$ cat config.mk
export PLATFORM = sky130hd
export DESIGN_NAME = utf8_stream_decoder
export DESIGN_NICKNAME = d
export VERILOG_FILES = /design/src/hdl/usd_pkg.sv /design/src/hdl/utf8_stream_decoder.sv
export SDC_FILE = /design/constraint.sdc
export NUM_CORES = 1
export LEC_CHECK = 0
export BUFFER_PORTS_ARGS = -buffer_cell sky130_fd_sc_hd__buf_4
export CORE_ASPECT_RATIO = 1.25
export CORE_MARGIN = 8
export CORE_UTILIZATION = 45
export DETAILED_ROUTE_END_ITERATION = 10
export GPL_TIMING_DRIVEN = 0
export MAX_ROUTING_LAYER = met4
export PLACE_DENSITY = 0.66
export SYNTH_ARGS = -nofsm -noshare
export SYNTH_HDL_FRONTEND = slang
export SYNTH_SLANG_ARGS = --single-unit
$ cat constraint.sdc
create_clock -name clk -period 4.5 [get_ports clk]
set_input_delay 0.225 -clock clk [delete_from_list [all_inputs] [get_ports clk]]
set_output_delay 0.225 -clock clk [all_outputs]
set_load 0.01 [all_outputs]
$ cat src/hdl/usd_pkg.sv
// Types and constants shared by the UTF-8 stream decoder.
`timescale 1ns / 1ps

package usd_pkg;

  localparam int unsigned CP_W  = 21;
  localparam int unsigned LEN_W = 3;
  localparam int unsigned CNT_W = 3;

  localparam logic [CP_W-1:0]  REPL_CP   = 21'h00FFFD;
  localparam logic [LEN_W-1:0] LEN_ONE   = 3'd1;
  localparam logic [LEN_W-1:0] LEN_TWO   = 3'd2;
  localparam logic [LEN_W-1:0] LEN_THREE = 3'd3;
  localparam logic [LEN_W-1:0] LEN_FOUR  = 3'd4;

  localparam logic [7:0] ASCII_LIMIT = 8'h80;
  localparam logic [7:0] LEAD2_MIN   = 8'hC0;
  localparam logic [7:0] LEAD3_MIN   = 8'hE0;
  localparam logic [7:0] LEAD4_MIN   = 8'hF0;
  localparam logic [7:0] LEAD_BAD    = 8'hF8;
  localparam logic [1:0] CONT_TAG    = 2'b10;

  // One run of results caused by a single input word: cnt results, all of
  // them U+FFFD of length one except the final one, which carries cp/len.
  typedef struct packed {
    logic [CNT_W-1:0] cnt;
    logic [CP_W-1:0]  cp;
    logic [LEN_W-1:0] len;
  } run_t;

endpackage

$ cat src/hdl/utf8_stream_decoder.sv
// Top level of the UTF-8 stream decoder: byte decode, run buffer, result output.
`timescale 1ns / 1ps

//  Channel | Direction | Handshake            | Payload
//  --------+-----------+----------------------+---------------------------------
//  input   | in        | in_valid / in_stall  | data_byte[7:0], is_last
//  output  | out       | out_valid / out_stall| code_point[20:0], seq_len[2:0],
//          |           |                      | last_of_run
//
// A word is decoded at the edge that accepts it and its run of zero to four
// results is loaded for the output, waiting while a run is still leaving; results
// leave one per cycle while out_stall is low, so one-result words pass back to back.
// A second run register sits behind the output one; in_stall is high only while
// it is full, so it is registered and never follows out_stall combinationally.
// Synchronous active-high reset empties both registers and clears any partial sequence.

module utf8_stream_decoder
  import usd_pkg::*;
(
  input  logic                  clk,
  input  logic                  rst,
  input  logic                  in_valid,
  output logic                  in_stall,
  input  logic [7:0]            data_byte,
  input  logic                  is_last,
  output logic                  out_valid,
  input  logic                  out_stall,
  output logic [CP_W-1:0]       code_point,
  output logic [LEN_W-1:0]      seq_len,
  output logic                  last_of_run
);

  // Sequence state.
  logic [2:0]       need_total, need_total_next;
  logic [1:0]       bytes_seen, bytes_seen_next;
  logic [CP_W-1:0]  accum_point, accum_point_next;

  // Run currently being shown on the output, and the one waiting behind it.
  run_t             run, pend;
  logic             pend_valid;
  run_t             dec;

  logic             in_take;
  logic             run_free;

  // Lead-byte decode.
  logic             lead_res;
  logic [CP_W-1:0]  lead_cp;
  logic [2:0]       lead_need;
  logic [CP_W-1:0]  lead_bits;
  logic             lead_pend;

  logic             is_cont;
  logic [2:0]       seen_inc;
  logic [CP_W-1:0]  acc_shift;

  assign in_stall = pend_valid;
  assign in_take  = in_valid && !pend_valid;

  always_comb begin
    lead_res  = 1'b1;
    lead_cp   = REPL_CP;
    lead_need = 3'd0;
    lead_bits = '0;
    lead_pend = 1'b0;
    if (data_byte < ASCII_LIMIT) begin
      lead_cp = {13'd0, data_byte};
    end else if (data_byte >= LEAD_BAD || data_byte < LEAD2_MIN) begin
      lead_cp = REPL_CP;
    end else begin
      if (data_byte >= LEAD4_MIN) begin
        lead_need = LEN_FOUR;
        lead_bits = {18'd0, data_byte[2:0]};
      end else if (data_byte >= LEAD3_MIN) begin
        lead_need = LEN_THREE;
        lead_bits = {17'd0, data_byte[3:0]};
      end else begin
        lead_need = LEN_TWO;
        lead_bits = {16'd0, data_byte[4:0]};
      end
      // A multi-byte lead that ends the string is cut off at once.
      if (is_last) begin
        lead_cp = REPL_CP;
      end else begin
        lead_res  = 1'b0;
        lead_pend = 1'b1;
      end
    end
  end

  assign is_cont   = (data_byte[7:6] == CONT_TAG);
  assign seen_inc  = {1'b0, bytes_seen} + 3'd1;
  assign acc_shift = {accum_point[CP_W-7:0], data_byte[5:0]};

  // Run descriptor and next sequence state for the word on the input.
  always_comb begin
    dec.cnt          = {2'd0, lead_res};
    dec.cp           = lead_cp;
    dec.len          = LEN_ONE;
    need_total_next  = lead_pend ? lead_need : 3'd0;
    bytes_seen_next  = lead_pend ? 2'd1 : 2'd0;
    accum_point_next = lead_pend ? lead_bits : '0;
    if (need_total != 3'd0) begin
      if (is_cont) begin
        if (seen_inc >= need_total) begin
          dec.cnt          = 3'd1;
          dec.cp           = acc_shift;
          dec.len          = need_total;
          need_total_next  = 3'd0;
          bytes_seen_next  = 2'd0;
          accum_point_next = '0;
        end else if (is_last) begin
          // Every gathered byte, this one included, becomes a replacement.
          dec.cnt          = seen_inc;
          dec.cp           = REPL_CP;
          dec.len          = LEN_ONE;
          need_total_next  = 3'd0;
          bytes_seen_next  = 2'd0;
          accum_point_next = '0;
        end else begin
          dec.cnt          = 3'd0;
          need_total_next  = need_total;
          bytes_seen_next  = seen_inc[1:0];
          accum_point_next = acc_shift;
        end
      end else begin
        // Broken sequence: replacements for what was gathered, then the
        // breaking byte as a fresh lead.
        dec.cnt = {1'b0, bytes_seen} + {2'd0, lead_res};
        if (!lead_res) begin
          dec.cp = REPL_CP;
        end
      end
    end
  end

  always_ff @(posedge clk) begin
    if (rst) begin
      need_total  <= 3'd0;
      bytes_seen  <= 2'd0;
      accum_point <= '0;
    end else if (in_take) begin
      need_total  <= need_total_next;
      bytes_seen  <= bytes_seen_next;
      accum_point <= accum_point_next;
    end
  end

  // The output run is free when empty or when its final result leaves now.
  assign run_free = (run.cnt == 3'd0) || (run.cnt == 3'd1 && !out_stall);

  always_ff @(posedge clk) begin
    if (rst) begin
      run.cnt    <= 3'd0;
      pend_valid <= 1'b0;
    end else begin
      if (run_free) begin
        if (pend_valid) begin
          run        <= pend;
          pend_valid <= 1'b0;
        end else if (in_take) begin
          run <= dec;
        end else begin
          run.cnt <= 3'd0;
        end
      end else if (!out_stall) begin
        run.cnt <= run.cnt - 3'd1;
        if (in_take && dec.cnt != 3'd0) begin
          pend       <= dec;
          pend_valid <= 1'b1;
        end
      end else if (in_take && dec.cnt != 3'd0) begin
        pend       <= dec;
        pend_valid <= 1'b1;
      end
    end
  end

  assign out_valid   = (run.cnt != 3'd0);
  assign last_of_run = (run.cnt == 3'd1);
  assign code_point  = last_of_run ? run.cp : REPL_CP;
  assign seq_len     = last_of_run ? run.len : LEN_ONE;

endmodule

## Yosys cells after proc, flatten, opt, wreduce, memory -nomap -nowiden

Cells that the tools add are included.
Widths: inputs -> output; s select.

- Register bits after elaboration: 75
- Input bits: 13
- Output and inout port bits: 27

- Add/sub/neg operators: 3
- Order comparisons: 6
- Eq/ne operators: 4
- Mux-type cells: 44
- Bitwise gates (word level): 2
- Reduce and logical (&&, ||, !) cells: 16

Operators by type and width:

| operator | count |
|---|---|
| $mux 27 | 3 |
| $mux 24 | 3 |
| $mux 15 | 4 |
| $mux 21 | 2 |
| $mux 3 | 14 |
| $mux 5 | 5 |
| $ge 8x8->1 const B | 3 |
| $lt 8x8->1 const B | 2 |
| $mux 16 | 1 |
| $reduce_bool 3->1 | 3 |
| $mux 1 | 8 |
| $mux 2 | 4 |
| $reduce_and 3->1 | 2 |
| $ne 4x3->1 const B | 1 |
| $add 2x1->3 | 1 |
| $add 2x1->3 const B | 1 |
| $eq 3x1->1 const B | 1 |
| $ge 3x3->1 | 1 |
| $logic_and 1x1->1 | 3 |
| $logic_not 3->1 | 1 |
| $sub 3x1->3 const B | 1 |
| $eq 2x2->1 const B | 1 |
| $logic_not 1->1 | 2 |
| $logic_or 1x1->1 | 2 |
| other kinds (5) | 6 |

## Depth between registers and ports, before layout

- Word-level depth: 10
- Mapped depth: 8
- Mapped depth without buffers: 8

## Least setup slack after synthesis

No wires, ideal clock.

- Kind: flip-flop to flip-flop
- Start point: reg bytes_seen[0]
- End point: reg pend[0] (netlist name), enable pin
- Arrival time: 4.266 ns
- Slack: -0.245 ns
- Stages on the path, launching flop included: 8
- Path buffers: 0
- Cell sequence: dfxtp_1 > ha_1 > ha_1 > a21oi_1 > o21ai_0 > o21ai_0 > nor4_1 > nor4_1

RTL lines:

| what | RTL line | source |
|---|---|---|
| start: declaration | utf8_stream_decoder.sv:35 | `logic [1:0] bytes_seen, bytes_seen_next;` |
| start signal: assignment | utf8_stream_decoder.sv:144 | `bytes_seen <= bytes_seen_next;` |
| end signal: assignment | utf8_stream_decoder.sv:169 | `pend <= dec;` |
| end signal: assignment | utf8_stream_decoder.sv:173 | `pend <= dec;` |
| end: declaration | utf8_stream_decoder.sv:39 | `run_t run, pend;` |

==> impl_metrics.csv <==
group,metric,value,unit
setup_path,critPathRequiredTime,4.54,ns
power,leakagePower,1.45,nW
finish,seq_area,2010,um2
sta,hold_violations,0,
placement,place.port_buffers,39,
finish,nets,372,
job,drv_cap,0,
sta,setup_violations,0,
die,die_w,94.3,um
synthesis,syn_inst,298,
setup_path,cp_num_buf_inv,1,
clocking,numCtsBuffers,9,
clocking,clock_path_buffers,2,
power,seq_power_share,0.439,
die,die_y,114,um
power,p_sw_frac,0.312,
power,ir_drop,0.380,mV
setup_path,worst_path_max_delay_cell,"nor4_4",
status,status,"completed",
synthesis,synth_area_leaders,"edfxtp_1 (44%), dfxtp_1 (14%), mux2_2 (7.5%), nand2b_1 (4.7%), nand2_1 (3.5%)",
finish,fill_cells,653,
power,p_total,0.00203,W
synthesis,synth-seq-cells,75,
synthesis,synth_seq_area_share,0.583,
power,internal_power,0.00140,W
power,power_density,495,nW/um2
clocking,root_buffer,"clkbuf_8",
power,p_clk_frac,0.249,
sta,fmax,0.290,GHz
sta,rsz0062_at_grt,"no",
global_route,gr-usage-all-layers,0.144,
placement,placed_area,3920,um2
detailed_routing,wl_per_cell,16.0,um
synthesis,synth_edf_count,51,
sta,timing.final.crit_share,0.766,
synthesis,syn-num-nets,320,
finish,synthToLayoutAreaGrowth,19.1,%
placement,dp_hpwl,5240,um
finish,mostFrequentLayoutCells,"edfxtp_1 (51), buf_4 (39), nand2_1 (32), nand2b_1 (26), dfxtp_1 (24)",
clocking,cts.htree.levels,3,
detailed_routing,drt-total-wl,7150,um
setup_path,max_stage_delay,0.82,ns
power,switchingPower,0.000634,W
detailed_routing,drtIter0Drc,168,
sta,finalCriticalPeriod,3.45,ns
sta,fin_skew,0.00957,ns
synthesis,yosys.area.top_type_share,0.444,
setup_path,start_kind,"flop",
detailed_routing,drcViolationCount,0,
synthesis,syn_area,3450,um2
die,initial_core_util,0.466,
detailed_routing,avgViaCountPerCell,5.35,
global_route,grt_max_degree,20,
synthesis,synth.largest_area_cell,"edfxtp_1",
finish,final_common_cell,"edfxtp_1",
clocking,clk_pin_slew,0.08,ns
sta,slew_viol_final,0,
synthesis,synthArstFlopShare,0,
synthesis,yosys_warnings,0,
die,core,7400,um2
detailed_routing,first_pass_iters,5,
global_route,grt_pass1_wl,11800,um
die,dieArea,10700,um2
clocking,cts_tree,"yes",
sta,tightest_slew,0.952,ns
finish,multi_input_area,1390,um2
setup_path,path_max_fanout,15,
global_route,overflow,0,
setup_path,end_kind,"flop",
synthesis,ys.flop_type,"edfxtp_1",
sta,slew_headroom,0.361,
min_path,hp-class,"input pin to flop",
finish,diodes,0,
setup_path,crit_family,"simple AND/OR/NAND/NOR gates",
setup_path,critical_path_arrival,3.49,ns
die,num_rows,35,
placement,place.gp.congestion,0.816,
power,combPwrFrac,0.312,
clocking,cts_hold_buffers,0,
setup_path,path_class,"flop to flop",
synthesis,synth.avg_cell_area,11.6,um2
setup_path,crit_chain,"ha_1, ha_1, a21oi_1, o21ai_0, o21ai_0, nor4_1, nor4_4, buf_6",
detailed_routing,drtAntennaViolNets,0,
global_route,grt_pass1_vias,2371,
clocking,cts.sinks,75,
detailed_routing,vias,2393,
clocking,cts_setup_buffers,0,
global_route,antenna_found_initial,0,
finish,layout-drive-gt1-share,0.256,
finish,stdcell_area,4110,um2
die,io-pin-count,40,
clocking,clk_latency,0.35,ns
clocking,cts_resized,0,
synthesis,ys_types,43,
[metal layers]
layer,vias up,track usage,part of all wire
met4,0,0.0541,0.014
met1,1150,0.163,0.42
li1,1182,-,-
met2,51,0.238,0.52
met5,-,-,0
met3,10,0.0375,0.044
[logic make-up after synthesis]
logic type | share of synthesized area
compound gates | 0.101
simple gates | 0.182
mux | 0.0823
fa+ha+maj | 0.0326
flops | 0.583
buf+inv | 0.0192
[state kept, by name, summed over array words and instances, names as in the netlist]
| register | count |
|---|---|
| bytes_seen | 2 |
| in_stall | 1 |
| pend | 27 |
| accum_point | 15 |
| need_total | 3 |
| run | 27 |
[Yosys cell counts, types with 2 or more instances]
master,count
dfxtp_1,24
nand4_1,3
mux2_2,23
edfxtp_1,51
and2_1,15
inv_1,5
buf_2,2
nand2_1,32
o21bai_1,2
or3_1,4
nor4_1,3
ha_1,9
o21ai_0,11
a21oi_1,22
clkbuf_1,8
o21a_1,9
nor2_1,10
nor2b_1,3
nor3_1,4
nand3_1,9
nand2b_1,26
a211oi_1,2
[final cells by class]
cell class,instances,share of cell area
sequential,75,0.489
inverter,6,0.00548
clock inverter,5,0.0128
clock buffer,11,0.0344
multi-input combinational,206,0.339
tap,92,0.0280
buffer,11,0.0107
timing repair buffer,41,0.0807
[path summary, 6_finish.rpt]
| kind | from | to | slack, ns | cells past startpoint |
|---|---|---|---|---|
| worst min-delay path | rst | accum_point[3]$_SDFFE_PP0P_ | 0.12 | 2 |
| worst min register to register | accum_point[14]$_SDFFE_PP0P_ | accum_point[14]$_SDFFE_PP0P_ | 0.45 | 2 |
| worst max-delay path | bytes_seen[0]$_SDFFE_PP0P_ | pend[14]$_DFFE_PP_ | 1.05 | 8 |
| worst max register to register | bytes_seen[0]$_SDFFE_PP0P_ | pend[14]$_DFFE_PP_ | 1.05 | 8 |
[worst register-to-register path, cell delays in order, from the launching register on]
cell and delay, ns:
dfxtp_1 0.43, ha_1 0.31, ha_1 0.19, a21oi_1 0.21, o21ai_0 0.27, o21ai_0 0.43, nor4_1 0.19, nor4_4 0.82
buf_6 0.29
[metrics by stage]
step           std cells  utilization  hold WS [ns]  setup WS, ns  TNS, ns
2_1_floorplan        298            -         0.303         0.866        0
3_3_place_gp         429        0.522         0.443        -0.221    -5.92
3_5_place_dp         431        0.529         0.445          1.04        0
4_1_cts              447        0.555        0.0983          1.04        0
5_1_grt              447        0.555         0.115         0.779        0
6_report             447        0.555         0.118          1.05        0
[power groups by stage]
| stage | clock network (W) | registers (W) | logic, W |
|---|---|---|---|
| 4_1_cts | 0.000518 | 0.000894 | 0.000649 |
| 6_report | 0.000508 | 0.000893 | 0.000634 |
| 5_1_grt | 0.000545 | 0.000904 | 0.000708 |
| 2_1_floorplan | 0 | 0.000902 | 0.000381 |
| 3_5_place_dp | 0 | 0.000910 | 0.000647 |
| 3_3_place_gp | 0 | 0.000912 | 0.000600 |
Note: power is estimated with default switching activity, not from simulation.
